### src/bhsl_pkg.sv
`timescale 1ns / 1ps
// shared types, register indexes and reset values for the button hold and status led controller
// no dependencies

package bhsl_pkg;

	localparam int unsigned HOLD_W  = 17;
	localparam int unsigned BLINK_W = 10;
	localparam int unsigned LINK_W  = 16;
	localparam int unsigned OPEN_W  = 16;
	localparam int unsigned CFG_IDX_W  = 3;
	localparam int unsigned CFG_DATA_W = 17;

	localparam logic [OPEN_W-1:0]  WINDOW_OPEN_RST  = 16'd5000;
	localparam logic [OPEN_W-1:0]  WINDOW_CLOSE_RST = 16'd10000;
	localparam logic [HOLD_W-1:0]  RESET_HOLD_RST   = 17'd25000;
	localparam logic [BLINK_W-1:0] BLINK_HALF_RST   = 10'd150;
	localparam logic [LINK_W-1:0]  LINK_ON_RST      = 16'd350;
	localparam logic [LINK_W-1:0]  LINK_REST_RST    = 16'd1000;

	localparam logic [HOLD_W-1:0]  HOLD_MAX  = '1;
	localparam logic [BLINK_W-1:0] BLINK_MAX = '1;
	localparam logic [LINK_W-1:0]  LINK_MAX  = '1;

	typedef enum logic [CFG_IDX_W-1:0] {
		CFG_WINDOW_OPEN  = 3'd0,
		CFG_WINDOW_CLOSE = 3'd1,
		CFG_RESET_HOLD   = 3'd2,
		CFG_BLINK_HALF   = 3'd3,
		CFG_LINK_ON      = 3'd4,
		CFG_LINK_REST    = 3'd5
	} cfg_idx_t;

	typedef struct packed {
		logic [OPEN_W-1:0]  window_open_ms;
		logic [OPEN_W-1:0]  window_close_ms;
		logic [HOLD_W-1:0]  reset_hold_ms;
		logic [BLINK_W-1:0] blink_half_period_ms;
		logic [LINK_W-1:0]  link_on_ms;
		logic [LINK_W-1:0]  link_rest_ms;
	} cfg_t;

	typedef struct packed {
		logic               held;
		logic [HOLD_W-1:0]  hold_ms;
		logic               window_seen;
		logic               window_open;
		logic               blink_running;
		logic [BLINK_W-1:0] blink_ms;
		logic               blink_phase;
		logic               reset_done;
		logic               owner_button;
		logic               led_level;
		logic               link_pulse_on;
		logic [LINK_W-1:0]  link_on_count;
		logic               link_resting;
		logic [LINK_W-1:0]  link_rest_count;
	} state_t;

	typedef struct packed {
		logic led_on;
		logic start_programming;
		logic factory_reset;
		logic window_active;
		logic led_owned;
	} result_t;

endpackage

### src/bhsl_cfg_regs.sv
`timescale 1ns / 1ps
// configuration register file for the button hold and status led controller
// depends on bhsl_pkg

module bhsl_cfg_regs (
	input  logic                               clk,
	input  logic                               arst_n,
	input  logic                               wr_en,
	input  logic [bhsl_pkg::CFG_IDX_W-1:0]     wr_index,
	input  logic [bhsl_pkg::CFG_DATA_W-1:0]    wr_data,
	output bhsl_pkg::cfg_t                     cfg
);

	bhsl_pkg::cfg_t cfg_q;

	always_ff @(posedge clk or negedge arst_n) begin
		if (!arst_n) begin
			cfg_q.window_open_ms       <= bhsl_pkg::WINDOW_OPEN_RST;
			cfg_q.window_close_ms      <= bhsl_pkg::WINDOW_CLOSE_RST;
			cfg_q.reset_hold_ms        <= bhsl_pkg::RESET_HOLD_RST;
			cfg_q.blink_half_period_ms <= bhsl_pkg::BLINK_HALF_RST;
			cfg_q.link_on_ms           <= bhsl_pkg::LINK_ON_RST;
			cfg_q.link_rest_ms         <= bhsl_pkg::LINK_REST_RST;
		end else if (wr_en) begin
			case (bhsl_pkg::cfg_idx_t'(wr_index))
				bhsl_pkg::CFG_WINDOW_OPEN: begin
					cfg_q.window_open_ms <= wr_data[bhsl_pkg::OPEN_W-1:0];
				end
				bhsl_pkg::CFG_WINDOW_CLOSE: begin
					cfg_q.window_close_ms <= wr_data[bhsl_pkg::OPEN_W-1:0];
				end
				bhsl_pkg::CFG_RESET_HOLD: begin
					cfg_q.reset_hold_ms <= wr_data[bhsl_pkg::HOLD_W-1:0];
				end
				bhsl_pkg::CFG_BLINK_HALF: begin
					cfg_q.blink_half_period_ms <= wr_data[bhsl_pkg::BLINK_W-1:0];
				end
				bhsl_pkg::CFG_LINK_ON: begin
					cfg_q.link_on_ms <= wr_data[bhsl_pkg::LINK_W-1:0];
				end
				bhsl_pkg::CFG_LINK_REST: begin
					cfg_q.link_rest_ms <= wr_data[bhsl_pkg::LINK_W-1:0];
				end
				default: begin
				end
			endcase
		end
	end

	assign cfg = cfg_q;

endmodule

### src/bhsl_tick.sv
`timescale 1ns / 1ps
// per-tick state update: link pulse timing, button hold timing, led ownership and blinking
// depends on bhsl_pkg

module bhsl_tick (
	input  logic               clk,
	input  logic               arst_n,
	input  logic               step,
	input  logic               button_down,
	input  logic               link_check,
	input  logic               link_ok,
	input  bhsl_pkg::cfg_t     cfg,
	output bhsl_pkg::result_t  result
);

	bhsl_pkg::state_t st_q;
	bhsl_pkg::state_t st_d;

	function automatic bhsl_pkg::state_t link_event(
		input bhsl_pkg::state_t s,
		input logic idle,
		input bhsl_pkg::cfg_t c
	);
		bhsl_pkg::state_t r;
		r = s;
		if (!r.owner_button && !(r.link_resting && r.link_rest_count < c.link_rest_ms)) begin
			if (r.link_resting && r.link_rest_count > c.link_rest_ms) begin
				r.link_resting = 1'b0;
			end
			if (!r.link_pulse_on && !idle) begin
				r.link_pulse_on = 1'b1;
				r.link_on_count = '0;
				r.led_level     = 1'b1;
			end else if (r.link_pulse_on && idle) begin
				if (r.link_on_count > c.link_on_ms) begin
					r.link_resting    = 1'b1;
					r.link_pulse_on   = 1'b0;
					r.led_level       = 1'b0;
					r.link_rest_count = '0;
				end
			end
		end
		return r;
	endfunction

	always_comb begin
		bhsl_pkg::state_t n;
		logic start_p;
		logic reset_p;
		logic past_open;
		n         = st_q;
		start_p   = 1'b0;
		reset_p   = 1'b0;
		past_open = 1'b0;

		// saturating counters
		if (n.link_pulse_on && n.link_on_count != bhsl_pkg::LINK_MAX) begin
			n.link_on_count = n.link_on_count + 1'b1;
		end
		if (n.link_resting && n.link_rest_count != bhsl_pkg::LINK_MAX) begin
			n.link_rest_count = n.link_rest_count + 1'b1;
		end
		if (n.blink_running && n.blink_ms != bhsl_pkg::BLINK_MAX) begin
			n.blink_ms = n.blink_ms + 1'b1;
		end

		if (link_check) begin
			n = link_event(n, 1'b1, cfg);
		end
		if (link_ok) begin
			n = link_event(n, 1'b0, cfg);
		end

		if (!button_down) begin
			start_p = n.window_open && n.held;
			if (n.held) begin
				n.held          = 1'b0;
				n.window_seen   = 1'b0;
				n.reset_done    = 1'b0;
				n.blink_running = 1'b0;
				n.window_open   = 1'b0;
				n.owner_button  = 1'b0;
				n.led_level     = 1'b0;
				n.hold_ms       = '0;
				n.blink_ms      = '0;
			end
		end else begin
			if (!n.held) begin
				n.held          = 1'b1;
				n.window_seen   = 1'b0;
				n.reset_done    = 1'b0;
				n.blink_running = 1'b0;
				n.window_open   = 1'b0;
				n.hold_ms       = '0;
			end else if (n.hold_ms != bhsl_pkg::HOLD_MAX) begin
				n.hold_ms = n.hold_ms + 1'b1;
			end
			past_open = n.hold_ms >= {1'b0, cfg.window_open_ms};
			if (past_open && !n.window_seen) begin
				n.window_seen  = 1'b1;
				n.window_open  = 1'b1;
				n.owner_button = 1'b1;
			end
			if (n.hold_ms >= {1'b0, cfg.window_close_ms} && n.window_open) begin
				n.window_open = 1'b0;
			end
			if (past_open && !n.blink_running) begin
				n.blink_running = 1'b1;
				n.blink_ms      = '0;
			end
			if (n.blink_running && !n.reset_done && n.blink_ms >= cfg.blink_half_period_ms) begin
				n.blink_phase = !n.blink_phase;
				n.led_level   = n.blink_phase;
				n.blink_ms    = '0;
			end
			if (n.hold_ms >= cfg.reset_hold_ms && !n.reset_done && !n.window_open) begin
				n.reset_done = 1'b1;
				n.led_level  = 1'b0;
				reset_p      = 1'b1;
			end
		end

		st_d                     = n;
		result.led_on            = n.led_level;
		result.start_programming = start_p;
		result.factory_reset     = reset_p;
		result.window_active     = n.window_open;
		result.led_owned         = n.owner_button;
	end

	always_ff @(posedge clk or negedge arst_n) begin
		if (!arst_n) begin
			st_q <= '0;
		end else if (step) begin
			st_q <= st_d;
		end
	end

endmodule

### src/button_hold_and_status_led_controller.sv
`timescale 1ns / 1ps
// top level of the button hold and status led controller: input register, tick logic, result register
// depends on bhsl_pkg, bhsl_cfg_regs, bhsl_tick
//
// channel | direction | handshake             | payload
// in      | input     | in_valid / in_stall   | button_down, link_check, link_ok
// out     | output    | out_valid / out_stall | led_on, start_programming, factory_reset,
//         |           |                       | window_active, led_owned
// cfg     | input     | cfg_valid / cfg_ready | cfg_index, cfg_data
//
// one item per clock sustained while out_stall is low; an item is held in the input register,
// then the tick logic updates its state and the result register captures the result.
// the state update is combinational counters and compares in bhsl_tick.
// reset clears the valid flags and tick state and loads default thresholds; cfg_ready is always high.
// while out_stall holds a result, one more item waits in the input register, then in_stall rises.

module button_hold_and_status_led_controller (
	input  logic                             clk,
	input  logic                             arst_n,
	input  logic                             in_valid,
	output logic                             in_stall,
	input  logic                             button_down,
	input  logic                             link_check,
	input  logic                             link_ok,
	output logic                             out_valid,
	input  logic                             out_stall,
	output logic                             led_on,
	output logic                             start_programming,
	output logic                             factory_reset,
	output logic                             window_active,
	output logic                             led_owned,
	input  logic                             cfg_valid,
	output logic                             cfg_ready,
	input  logic [bhsl_pkg::CFG_IDX_W-1:0]   cfg_index,
	input  logic [bhsl_pkg::CFG_DATA_W-1:0]  cfg_data
);

	bhsl_pkg::cfg_t    cfg;
	bhsl_pkg::result_t res;
	bhsl_pkg::result_t res_s2;

	logic valid_s1;
	logic button_s1;
	logic check_s1;
	logic ok_s1;
	logic valid_s2;
	logic adv;
	logic step;
	logic in_take;

	assign cfg_ready = 1'b1;
	assign adv       = !valid_s2 || !out_stall;
	assign step      = valid_s1 && adv;
	assign in_stall  = valid_s1 && !adv;
	assign in_take   = in_valid && !in_stall;

	bhsl_cfg_regs u_cfg (
		.clk      (clk),
		.arst_n   (arst_n),
		.wr_en    (cfg_valid && cfg_ready),
		.wr_index (cfg_index),
		.wr_data  (cfg_data),
		.cfg      (cfg)
	);

	bhsl_tick u_tick (
		.clk         (clk),
		.arst_n      (arst_n),
		.step        (step),
		.button_down (button_s1),
		.link_check  (check_s1),
		.link_ok     (ok_s1),
		.cfg         (cfg),
		.result      (res)
	);

	always_ff @(posedge clk or negedge arst_n) begin
		if (!arst_n) begin
			valid_s1 <= 1'b0;
		end else if (in_take) begin
			valid_s1 <= 1'b1;
		end else if (step) begin
			valid_s1 <= 1'b0;
		end
	end

	always_ff @(posedge clk) begin
		if (in_take) begin
			button_s1 <= button_down;
			check_s1  <= link_check;
			ok_s1     <= link_ok;
		end
	end

	always_ff @(posedge clk or negedge arst_n) begin
		if (!arst_n) begin
			valid_s2 <= 1'b0;
		end else if (adv) begin
			valid_s2 <= valid_s1;
		end
	end

	always_ff @(posedge clk) begin
		if (step) begin
			res_s2 <= res;
		end
	end

	assign out_valid         = valid_s2;
	assign led_on            = res_s2.led_on;
	assign start_programming = res_s2.start_programming;
	assign factory_reset     = res_s2.factory_reset;
	assign window_active     = res_s2.window_active;
	assign led_owned         = res_s2.led_owned;

endmodule

### config.mk
export PLATFORM = sky130hd
export DESIGN_NAME = button_hold_and_status_led_controller
export DESIGN_NICKNAME = d
export VERILOG_FILES = /design/src/bhsl_pkg.sv /design/src/bhsl_cfg_regs.sv /design/src/bhsl_tick.sv /design/src/button_hold_and_status_led_controller.sv
export SDC_FILE = /design/constraint.sdc
export NUM_CORES = 1
export LEC_CHECK = 0
export ABC_AREA = 1
export BUFFER_PORTS_ARGS = -buffer_cell sky130_fd_sc_hd__buf_2
export CAP_MARGIN = 40
export CORE_AREA = 2 2 153 155
export DETAILED_ROUTE_END_ITERATION = 6
export DIE_AREA = 0 0 155 157
export HOLD_SLACK_MARGIN = 0.12
export PLACE_DENSITY = 0.7
export SLEW_MARGIN = 10
export SYNTH_ARGS = -nofsm -noshare
export SYNTH_HDL_FRONTEND = slang
export SYNTH_SLANG_ARGS = --single-unit
### constraint.sdc
create_clock -name clk -period 5.1 [get_ports clk]
set_input_delay 1.02 -clock clk [delete_from_list [all_inputs] [get_ports clk]]
set_output_delay 1.02 -clock clk [all_outputs]
set_load 0.01 [all_outputs]
==> results.md, run 1 <==
- Syn avg cell area: slightly below 8 um^2
- Register area share after synthesis: 38.9%
- Routed via count: roughly 9400
- Area Overhead vs Synth: 13.5%
- Detailed placement HPWL: 20.7 mm
- Net Count, Synth: 1553
- Buf/Inv on CP: 4
- Maxcap violations: 0
- Clk pwr share: 27.0%
- Hold buffers post-CTS: 0
- Most frequent CP cell: nand2_1
- Share of post-route cells with drive strength above 1: 15.3%
- Worst-margin pin slew: 0.676 ns
- CTS Buffer Depth: 2
- Worst EP arrival: between 5 and 6 ns
- Critical path type: flip-flop to flip-flop
- Initial antenna violation count: 0
- Die height: 157 um
- Outcome: finished, violations left
- Final Hold Vio Count: 0
- GRT Resource Usage Total: around 24%
- Drt first pass iters: 7
- Synth Warn #: 0
- Overall Power: about 5.0 mW
- Worst VDD drop: approximately 0.23 mV
- Period utilization: 95.5%
- CTS Sinks: 170
- Critical path endpoint category: flip-flop
- Minimum clock period: 4.87 ns
- CTS tree: done
- Num CTS Buffers: 17
- Sw power: 1.97 mW
- Starting Density: roughly 50%
- FF+latch count, synth: 170
- Port Buffers: 34
- Largest net degree at the start of global routing: 86
- Fin util: a little under three fifths
- Static Leak: 6.54 nW
- Max Clk Rate: 205 MHz
- Clock Root Buffer: clkbuf_16
- Number of flip-flops under the largest register name: between 90 and 100
- Switching Share: 39.1%
- Clk_skew: 0.00810 ns
- Post-synth EDFFs: 8
- 1st-iter DRT viols: 621
- DRC viols: 7
- Synth Flop Type: dfrtp_1
- Row Count: 55
- Hold slack: 0.386 ns
- Final Instance Area: between 0.01 and 0.015 mm^2
- Slew headroom: 54.9%
- CP max-delay cell: dfrtp_1
- Worst hold path type: input pin to asynchronous set/reset pin
- Failing checks: DRC
- Nets: 1610
- GP Congestion: 0.875
- CP top delay family: simple AND/OR/NAND/NOR gates
- Async SR Flop Fraction: approximately 95%
- Mapped Cells: 1414
- Pwr dens: 400 mW/mm^2
- CORE AREA: 0.0225 mm^2
- Die ar.: 0.0243 mm^2
- Wire length per cell: 15.9 um
- Placed inst area: 0.0118 mm^2
- Vias per cell: 5.31
- Critical Path RT: 5.40 ns
- Critical path's largest stage delay: 0.42 ns
- Combinational power share: 35.4%
- Die W: 155 um
- Diodes inserted: 0
- Clock slew at reported path FFs: 0.07 ns
- Cell area after synthesis: 0.0111 mm^2
- Vias in the first global route: just over 9000
- Clk_lat worst skew: approximately 0.43 ns
- Pins Over Slew Limit: 0
- Startpoint Class: flip-flop
- First-pass GRT wire length: 46.3 mm
- Netlist cell types: 53
- Io pins: 36
- WL final: 28.0 mm
- H-Tree Depth: 4
- Final setup fails: 0
- Critical Path Fanout Max: 5
- Detail Route Antenna Nets: 0
- Total grt overflow: 0
- Int Power: 3.08 mW
- Flop pwr share: 37.6%
power by group through the flow:
stage | clock network [mW] | registers (mW) | logic (mW)
4_1_cts | 1.38 | 1.89 | 1.73
5_1_grt | 1.44 | 1.93 | 2.07
3_3_place_gp | 0 | 1.90 | 1.63
2_1_floorplan | 0 | 1.85 | 1.26
3_5_place_dp | 0 | 1.91 | 1.70
6_report | 1.36 | 1.90 | 1.79
path summary, 6_finish.rpt:
check / startpoint / endpoint / slack, ns / depth (start not counted)
worst max-delay path: u_tick.st_q[51]$_DFFE_PN0P_ / u_tick.st_q[39]$_DFFE_PN0P_ / 0.23 / 36
worst min-delay path: arst_n / u_cfg.cfg[37]$_DFFE_PN0P_ / 0.39 / 1
worst max register to register: u_tick.st_q[51]$_DFFE_PN0P_ / u_tick.st_q[39]$_DFFE_PN0P_ / 0.23 / 36
worst min register to register: u_tick.st_q[37]$_DFFE_PN0P_ / u_tick.st_q[37]$_DFFE_PN0P_ / 0.48 / 1
max in group asynchronous: arst_n / u_cfg.cfg[82]$_DFFE_PN1P_ / 4.00 / 2
min in group clk: u_tick.st_q[37]$_DFFE_PN0P_ / u_tick.st_q[37]$_DFFE_PN0P_ / 0.48 / 1
through the flow:
step / instances / setup TNS (ns) / setup WS, ns
global placement: 1717 / 0 / 0.244
CTS: 1756 / 0 / 0.164
detailed placement: 1724 / 0 / 0.220
floorplan: 1414 / 0 / 0.800
finish: 1769 / 0 / 0.231
global route: 1769 / -0.110 / -0.0814
placed cells by master (no fill, tap or decap), types with 4 or more instances in the layout:
cell type	instances
nor3_4	4
nor3_1	14
nand2_2	11
nand2_1	347
nor3_2	10
xnor2_1	4
o21ai_0	136
o22ai_1	15
nand3_1	35
nand4_1	21
nand3_2	9
o21ai_1	17
inv_2	13
clkbuf_16	17
nor2_1	77
dfrtp_1	130
dfstp_2	32
nand2_4	11
buf_2	33
a21oi_1	53
nor2_4	6
edfxtp_1	8
buf_4	29
inv_1	232
nor2_2	8
ha_1	109
xor2_1	32
buf_16	5
inv_8	4
cell usage after synthesis, types with 4 or more instances:
cell / number / area [um^2]
nor2_2: 6 / 37.5
nand2_2: 12 / 75.1
ha_1: 111 / 1390
dfstp_2: 32 / 841
nand3_2: 9 / 90.1
xor2_1: 32 / 280
nor3_1: 15 / 75.1
dfrtp_1: 130 / 3250
nand2_1: 349 / 1310
inv_2: 15 / 56.3
nand3_1: 35 / 175
nor2_1: 80 / 300
nand2_4: 8 / 90.1
edfxtp_1: 8 / 240
nand4_1: 21 / 131
inv_1: 232 / 871
o22ai_1: 15 / 93.8
clkbuf_1: 25 / 93.8
a21oi_1: 54 / 270
o21ai_0: 136 / 681
nor3_2: 10 / 100
xnor2_1: 4 / 35.0
nor2_4: 5 / 56.3
o21ai_1: 17 / 85.1
a31oi_1: 4 / 25.0
layer usage:
layer,GRT usage [%],vias up,routed length (um)
li1,-,4671,-
met2,40.3,251,13300
met1,31.8,4431,12600
met4,6.92,0,620
met3,4.85,41,1530
met5,0,-,0
cells by family (layout without fill, tap and decap cells):
kind of cell             count (synthesis)  after routing  synth area share [%]
AO/OA/AOI/OAI                          249            250                  12.3
AND/OR/NAND/NOR                        564            564                  23.4
flip-flops                             170            170                  38.9
XOR/XNOR                                38             38                  3.13
other                                    1              1                0.0337
buffers and inverters                  281            350                  9.76
adder cells (fa/ha/maj)                111            111                  12.5
area by class of cell:
class,count,area (um^2)
clock buffer,17,425
clock inverter,15,188
fill,2043,9870
inverter,247,932
multi-input combinational,964,5830
sequential,170,4330
tap,285,357
timing repair buffer,70,562
timing repair inverter,1,7.51
repair_timing:
action | CTS | global route
buffers inserted | 0 | 11
resized for setup | 0 | 22
endpoints found under the setup margin | 0 | 30
No activity file was read; power rests on OpenSTA's default activity.
==> run 2: changes to the inputs <==
--- a/config.mk
+++ b/config.mk
@@ -5,14 +5,13 @@
 export SDC_FILE = /design/constraint.sdc
 export NUM_CORES = 1
 export LEC_CHECK = 0
-export ABC_AREA = 1
 export BUFFER_PORTS_ARGS = -buffer_cell sky130_fd_sc_hd__buf_2
 export CAP_MARGIN = 40
-export CORE_AREA = 2 2 153 155
+export CORE_AREA = 2 2 152 154
 export DETAILED_ROUTE_END_ITERATION = 6
-export DIE_AREA = 0 0 155 157
+export DIE_AREA = 0 0 154 156
 export HOLD_SLACK_MARGIN = 0.12
-export PLACE_DENSITY = 0.7
+export PLACE_DENSITY = 0.71
 export SLEW_MARGIN = 10
 export SYNTH_ARGS = -nofsm -noshare
 export SYNTH_HDL_FRONTEND = slang
==> run 2 against run 1 <==
The run ends with setup timing left. Clock-buffer cell count grew 2. Highest routed layer unchanged. First-iteration DRC count decreased by 8.9%. Critical endpoint is now u_tick.st_q[28]$_DFFE_PN0P_. Global-route usage increased by 0.42 points. Combinational power down 41%. Critical path type unchanged.
==> results.md, run 2 <==
- Synth top area cells: dfrtp_1 29%, ha_1 13%, dfstp_2 7.6%
- Vias per cell: 5.63 (+6.1%)
- First-pass GRT wire length: 46.6 mm (+0.67%)
- Final Hold Vio Count: 0 (unchanged)
- Switching Share: 32.0% (-7.0 points)
- Total grt overflow: 0 (unchanged)
- Num CTS Buffers: 17 (unchanged)
- Detail Route Antenna Nets: 0 (unchanged)
- Cell area after synthesis: 0.0110 mm^2 (-0.88%)
- Failing checks: setup timing
- Most frequent cells in the layout: 151 x nand2_1, 131 x buf_4, 129 x dfrtp_1, 106 x inv_1, 103 x ha_1
- CTS Buffer Depth: 2 (unchanged)
- Maxcap violations: 0 (unchanged)
- Crit. Startpoint: u_tick.st_q[1]$_DFFE_PN0P_
- Initial antenna violation count: 1 (+1)
- Diodes inserted: 0 (unchanged)
- CTS Sinks: 170 (unchanged)
- CORE AREA: 0.0224 mm^2 (-0.61%)
- DRC viols: 0 (-7)
- Worst EP arrival: 5.78 ns (+0.62 ns)
- Synth Flop Type: dfrtp_1
- Number of flip-flops under the largest register name: 91 (unchanged)
- GRT Resource Usage Total: 24.5% (+0.42 points)
- Sw power: 1.29 mW (-34%)
- Io pins: 36 (unchanged)
- FF+latch count, synth: 170 (unchanged)
- Starting Density: 49.3% (-0.13 points)
- Routed via count: 9267 (-1.4%)
- Overall Power: 4.04 mW (-20%)
- GP Congestion: 0.900 (+2.9%)
- Static Leak: 6.47 nW (-1.2%)
- Async SR Flop Fraction: 95.3% (unchanged)
- Netlist cell types: 84 (+58%)
- H-Tree Depth: 4 (unchanged)
- Largest net degree at the start of global routing: 86 (unchanged)
- Pins Over Slew Limit: 0 (unchanged)
- Register area share after synthesis: 39.3% (+0.34 points)
- Drt first pass iters: 5 (-2)
- Die height: 156 um (-0.64%)
- Clock slew at reported path FFs: 0.07 ns (about the same)
- Die ar.: 0.0240 mm^2 (-1.3%)
- Vias in the first global route: 9359 (+0.71%)
- Worst hold path type: flip-flop to flip-flop
- Syn avg cell area: 9.25 um^2 (+17%)
- Final setup fails: 18 (+18)
- Leading area contributor after synthesis: dfrtp_1
- Period utilization: 107% (+11 points)
- Clk_lat worst skew: 0.44 ns (about the same)
- Critical Path RT: 5.43 ns (+0.03 ns)
- Wire length per cell: 17.6 um (+11%)
- Nets: 1486 (-7.7%)
- Net Count, Synth: 1332 (-14%)
- Port Buffers: 34 (unchanged)
- Critical path endpoint category: flip-flop
- Hold buffers post-CTS: 0 (unchanged)
- Slew headroom: 49.5% (-5.4 points)
- Minimum clock period: 5.45 ns (+0.576 ns)
- RSZ-0062 raised after global routing: true
- Row Count: 55 (unchanged)
- Synth Warn #: 0 (unchanged)
- Critical Path Fanout Max: 8 (+3)
- Die W: 154 um (-0.65%)
- CTS tree: done
- Min-delay src: u_cfg.cfg[4]$_DFFE_PN0P_
- Outcome: finished, violations left
- Yosys top cell area share: 29.5% (+0.26 points)
- WL final: 29.0 mm (+3.4%)
- Critical path type: flip-flop to flip-flop
- Placed inst area: 0.0124 mm^2 (+4.9%)
- Worst-margin pin slew: 0.757 ns (+0.0814 ns)
- Commonest non-fill, non-tap cell in the layout: nand2_1
- Detailed placement HPWL: 20.6 mm (-0.30%)
- Pwr dens: 297 mW/mm^2 (-26%)
- Post-synth EDFFs: 8 (unchanged)
- Clock Root Buffer: clkbuf_16
- Share of post-route cells with drive strength above 1: 27.4% (+12 points)
- Int Power: 2.75 mW (-11%)
- Combinational power share: 26.2% (-9.2 points)
- Startpoint Class: flip-flop
- 1st-iter DRT viols: 566 (-8.9%)
- Worst VDD drop: 0.194 mV (-15%)
- Most frequent cell after synthesis: nand2_1
- Area Overhead vs Synth: 23.2%
- Flop pwr share: 41.7% (+4.1 points)
- Clk_skew: 0.0146 ns (+0.00645 ns)
- Setup TNS: -4.32 ns (-4.32 ns)
- R2R Path Start: u_tick.st_q[1]$_DFFE_PN0P_
- Mapped Cells: 1193 (-16%)
- Final Instance Area: 0.0136 mm^2 (+7.6%)
- Min setup slack post-route: -0.345 ns (-0.576 ns)
- Clk pwr share: 32.0% (+5.0 points)
- Max Clk Rate: 184 MHz (-11%)
- Commonest cells post-synth: 152 x nand2_1, 130 x dfrtp_1, 111 x ha_1
run 2: cell count changes after synthesis, sizes merged, moves of 15 or more:
cell    change
o31ai      +17
and2       +22
nor2b      +15
nand2b     +16
nor2       -22
a21o       +18
inv       -141
and3       +19
o21ai      -43
xnor2      +30
nand2     -216
mux2       +30
a21oi      -18
run 2: layout make-up:
cell class                 count  area, um^2
fill                        1791        8770
multi-input combinational    872        6550
sequential                   170        4340
timing repair buffer         179        1370
clock buffer                  19         443
inverter                     107         402
tap                          285         357
clock inverter                13         136
run 2: through the flow:
stage               worst slack [ns]  utilization, %  hold WS [ns]  std cells
floorplan                     -0.232               -         0.450       1193
global placement              -0.282            55.2         0.469       1582
detailed placement            -0.411            55.4         0.488       1584
CTS                           -0.287            59.6         0.504       1634
global route                  -0.580            60.8         0.529       1645
finish                        -0.345            60.8         0.507       1645
run 2: path summary, 6_finish.rpt:
check                                              end  slack [ns]  cells after the start
max in group asynchronous  u_tick.st_q[62]$_DFFE_PN0P_        3.56                      2
setup / recovery           u_tick.st_q[28]$_DFFE_PN0P_       -0.35                     27
hold / removal                u_cfg.cfg[4]$_DFFE_PN0P_        0.51                      1
min in group asynchronous   u_tick.st_q[4]$_DFFE_PN0P_        0.59                      1
hold reg to reg               u_cfg.cfg[4]$_DFFE_PN0P_        0.51                      1
setup reg to reg           u_tick.st_q[28]$_DFFE_PN0P_       -0.35                     27
run 2: cell families (layout without fill, tap and decap cells):
family                   count (synthesis)  count (layout)  synth area share (%)
multiplexers                            35              35                  3.52
buffers and inverters                  151             318                  5.35
flip-flops                             170             170                  39.3
AO/OA/AOI/OAI                          260             260                  15.6
other                                    1               1                0.0340
XOR/XNOR                                65              65                  5.16
adder cells (fa/ha/maj)                111             111                  12.6
AND/OR/NAND/NOR                        400             400                  18.5
run 2: what timing repair did:
item | CTS | global route
gates resized for setup | 43 | 36
endpoints found under the setup margin | 19 | 31
cloned | 1 | 0
pin swaps | 43 | 36
buffers inserted | 17 | 12
run 2: worst max-delay path: stages (launching register included):
cell,delay (ns)
dfrtp_1,0.39
ha_2,0.20
and3_4,0.15
and3_4,0.16
a211oi_4,0.26
nand3_2,0.19
buf_6,0.16
nor3_2,0.12
xnor2_1,0.16
inv_1,0.10
ha_4,0.29
nand3_4,0.08
nor4_4,0.32
a21boi_4,0.26
o31ai_4,0.10
nor3b_4,0.29
buf_12,0.16
nor2b_2,0.04
ha_1,0.29
and4_4,0.23
o211ai_1,0.11
a41o_1,0.23
a21o_4,0.23
o31ai_2,0.21
and2_4,0.25
buf_12,0.14
o21ai_1,0.07
a21o_1,0.16
run 2: layer usage:
| metal | global-route usage (%) | vias to the layer above | wire length, um |
|---|---|---|---|
| li1 | - | 4471 | - |
| met3 | 5.06 | 52 | 1410 |
| met4 | 9.92 | 0 | 909 |
| met1 | 30.7 | 4501 | 12700 |
| met2 | 41.5 | 243 | 13900 |
| met5 | 0 | - | 0 |
run 2: power groups by stage:
stage | combinational, mW | clock, mW | sequential [mW]
finish | 1.06 | 1.29 | 1.69
global route | 1.18 | 1.37 | 1.71
CTS | 1.01 | 1.31 | 1.68
detailed placement | 0.941 | 0 | 1.71
global placement | 0.899 | 0 | 1.70
floorplan | 0.628 | 0 | 1.69
==> run 3: changes to the inputs <==
--- a/config.mk
+++ b/config.mk
@@ -7,11 +7,11 @@
 export LEC_CHECK = 0
 export BUFFER_PORTS_ARGS = -buffer_cell sky130_fd_sc_hd__buf_2
 export CAP_MARGIN = 40
-export CORE_AREA = 2 2 152 154
+export CORE_AREA = 2 2 170 172
 export DETAILED_ROUTE_END_ITERATION = 6
-export DIE_AREA = 0 0 154 156
+export DIE_AREA = 0 0 172 174
 export HOLD_SLACK_MARGIN = 0.12
-export PLACE_DENSITY = 0.71
+export PLACE_DENSITY = 0.6
 export SLEW_MARGIN = 10
 export SYNTH_ARGS = -nofsm -noshare
 export SYNTH_HDL_FRONTEND = slang
==> constraint.sdc (replaced) <==
create_clock -name clk -period 5.1 [get_ports clk]
set_input_delay 0.765 -clock clk [delete_from_list [all_inputs] [get_ports clk]]
set_output_delay 0.765 -clock clk [all_outputs]
set_load 0.01 [all_outputs]
==> run 3 against run 2 <==
The run still ends with setup timing left. Via count down 0.63%. Final cell count up 7.2%. Power grew 1.3%. Design area increased by 3.0%. Fmax increased by 0.23%. Critical path depth decreased by 1. Die area increased by 25%. Largest cell class unchanged. Largest power group unchanged.
==> results.md, run 3 (synthesis gave the netlist of run 2 again) <==
- Outcome: finished, violations left
- Failing checks: setup timing
- Num CTS Buffers: 17 (unchanged)
- Final Hold Vio Count: 0 (unchanged)
- Period utilization: 107% (-0.24 points)
- GRT Resource Usage Total: 20.5% (-4.0 points)
- Diodes inserted: 0 (unchanged)
- Nets: 1505 (+1.3%)
- Minimum clock period: 5.43 ns (-0.0123 ns)
- RSZ-0062 raised after global routing: true
- Critical path type: flip-flop to flip-flop
- Number of flip-flops under the largest register name: 91 (unchanged)
- Total grt overflow: 0 (unchanged)
- H-Tree Depth: 4 (unchanged)
- WL final: 30.1 mm (+3.8%)
- Commonest non-fill, non-tap cell in the layout: buf_4
- Clk_skew: 0.0157 ns (+0.00117 ns)
- Critical path endpoint category: flip-flop
- Min setup slack post-route: -0.333 ns (+0.0123 ns)
- DP Worst Slack: -0.602 ns (-0.191 ns)
- Worst EP arrival: 5.77 ns (about the same)
- Clk_lat worst skew: 0.45 ns (about the same)
- Die height: 174 um (+12%)
- Worst VDD drop: 0.240 mV (+23%)
- CORE AREA: 0.0282 mm^2 (+26%)
- Critical Path RT: 5.44 ns (about the same)
- Final setup fails: 20 (+2)
- Die W: 172 um (+12%)
- Vias per cell: 5.22 (-7.3%)
- DRC viols: 0 (unchanged)
- Most frequent cells in the layout: 145 x buf_4, 144 x nand2_1, 130 x dfrtp_1, 106 x inv_1, 103 x ha_1
- CTS Buffer Depth: 2 (unchanged)
- Detail Route Antenna Nets: 0 (unchanged)
- Drt first pass iters: 5 (unchanged)
- CP max-delay cell: dfrtp_1
- Worst-margin pin slew: 0.939 ns (+0.182 ns)
- First-pass GRT wire length: 47.6 mm (+2.1%)
- Row Count: 62 (+13%)
- Critical path's largest stage delay: 0.39 ns (about the same)
- Slew headroom: 37.4% (-12 points)
- Detailed placement HPWL: 21.5 mm (+4.3%)
- 1st-iter DRT viols: 529 (-6.5%)
- Pins Over Slew Limit: 0 (unchanged)
- Port Buffers: 34 (unchanged)
- Hold slack: 0.459 ns (-0.0474 ns)
- Vias in the first global route: 8891 (-5.0%)
- Io pins: 36 (unchanged)
- Largest net degree at the start of global routing: 163 (+90%)
- GP Congestion: 0.838 (-7.0%)
- Startpoint Class: flip-flop
- Setup TNS: -5.26 ns (-0.936 ns)
- Initial antenna violation count: 0 (-1)
- Clock slew at reported path FFs: 0.07 ns (about the same)
- Area Overhead vs Synth: 27.0%
- Routed via count: 9209 (-0.63%)
- Max Clk Rate: 184 MHz (+0.23%)
- CTS tree: done
- Starting Density: 39.1% (-10 points)
- Critical Path Fanout Max: 6 (-2)
- Share of post-route cells with drive strength above 1: 29.4% (+2.0 points)
- Clock Root Buffer: clkbuf_16
- CTS Sinks: 170 (unchanged)
- Worst hold path type: input pin to asynchronous set/reset pin
- Static Leak: 6.62 nW (+2.3%)
- Wire length per cell: 17.1 um (-3.1%)
- Maxcap violations: 0 (unchanged)
- Pwr dens: 292 mW/mm^2 (-1.7%)
- Die ar.: 0.0299 mm^2 (+25%)
[run 3: changes by cell type in the layout (fill, tap and decap cells not counted), sizes merged]
cell and delta:
inv +1, clkbuf -1, clkinv +2, buf +18, clkinvlp -1
[run 3: worst paths after layout]
check	cells after the start	slack, ns	to	start
setup / recovery	26	-0.33	u_tick.st_q[24]$_DFFE_PN0P_	u_tick.st_q[22]$_DFFE_PN0P_
hold / removal	2	0.46	u_tick.st_q[10]$_DFFE_PN0P_	arst_n
setup reg to reg	26	-0.33	u_tick.st_q[24]$_DFFE_PN0P_	u_tick.st_q[22]$_DFFE_PN0P_
hold reg to reg	2	0.48	u_tick.st_q[16]$_DFFE_PN0P_	u_tick.st_q[16]$_DFFE_PN0P_
max in group asynchronous	2	3.96	u_cfg.cfg[44]$_DFFE_PN0P_	arst_n
min in group clk	2	0.48	u_tick.st_q[16]$_DFFE_PN0P_	u_tick.st_q[16]$_DFFE_PN0P_
[run 3: critical path, delay by kind of cell, from the launching register on]
| kind | cells | cell delay [ns] |
|---|---|---|
| AND/OR/NAND/NOR | 11 | 1.97 |
| AO/OA/AOI/OAI | 8 | 1.47 |
| buffers and inverters | 4 | 0.71 |
| adder cells (fa/ha/maj) | 2 | 0.61 |
| flip-flops | 1 | 0.39 |
| XOR/XNOR | 1 | 0.19 |
[run 3: what timing repair did]
action                                  4_1_cts  5_1_grt
gates resized for setup                      34       75
pin swaps                                    32       65
hold buffers                                  0        0
cloned                                        1        1
hold endpoints to repair                      0        0
endpoints found under the setup margin       20       31
buffers inserted                             19       15
[run 3: power by group]
part	leakage (nW)	internal [mW]	switching [mW]
registers	2.10	1.59	0.101
clock network	0.286	0.693	0.626
logic	4.23	0.477	0.607
total	6.62	2.76	1.33
[run 3: per-layer routing]
metal,share of wire [%],GRT usage [%]
met5,0,0
met4,1.4,4.76
met3,2.8,3.05
met2,51,35.6
met1,45,26.8
[run 3: cell type report]
class / count / area, um^2
flip-flops and latches: 170 / 4330
well taps: 384 / 480
multi-input cells: 872 / 6680
clock buffers: 17 / 425
inverters: 107 / 402
fillers: 2677 / 14200
clock inverters: 15 / 160
repair buffers: 198 / 1520
[run 3: stage by stage]
stage / instances / power (mW) / util, % / instance area, um^2
after floorplan: 1193 / 2.32 / - / 11100
after global placement: 1696 / 2.64 / 44.6 / 12600
after detailed placement: 1698 / 2.67 / 44.7 / 12600
after CTS: 1750 / 4.04 / 47.9 / 13500
after global routing: 1763 / 4.33 / 49.6 / 14000
final: 1763 / 4.09 / 49.6 / 14000
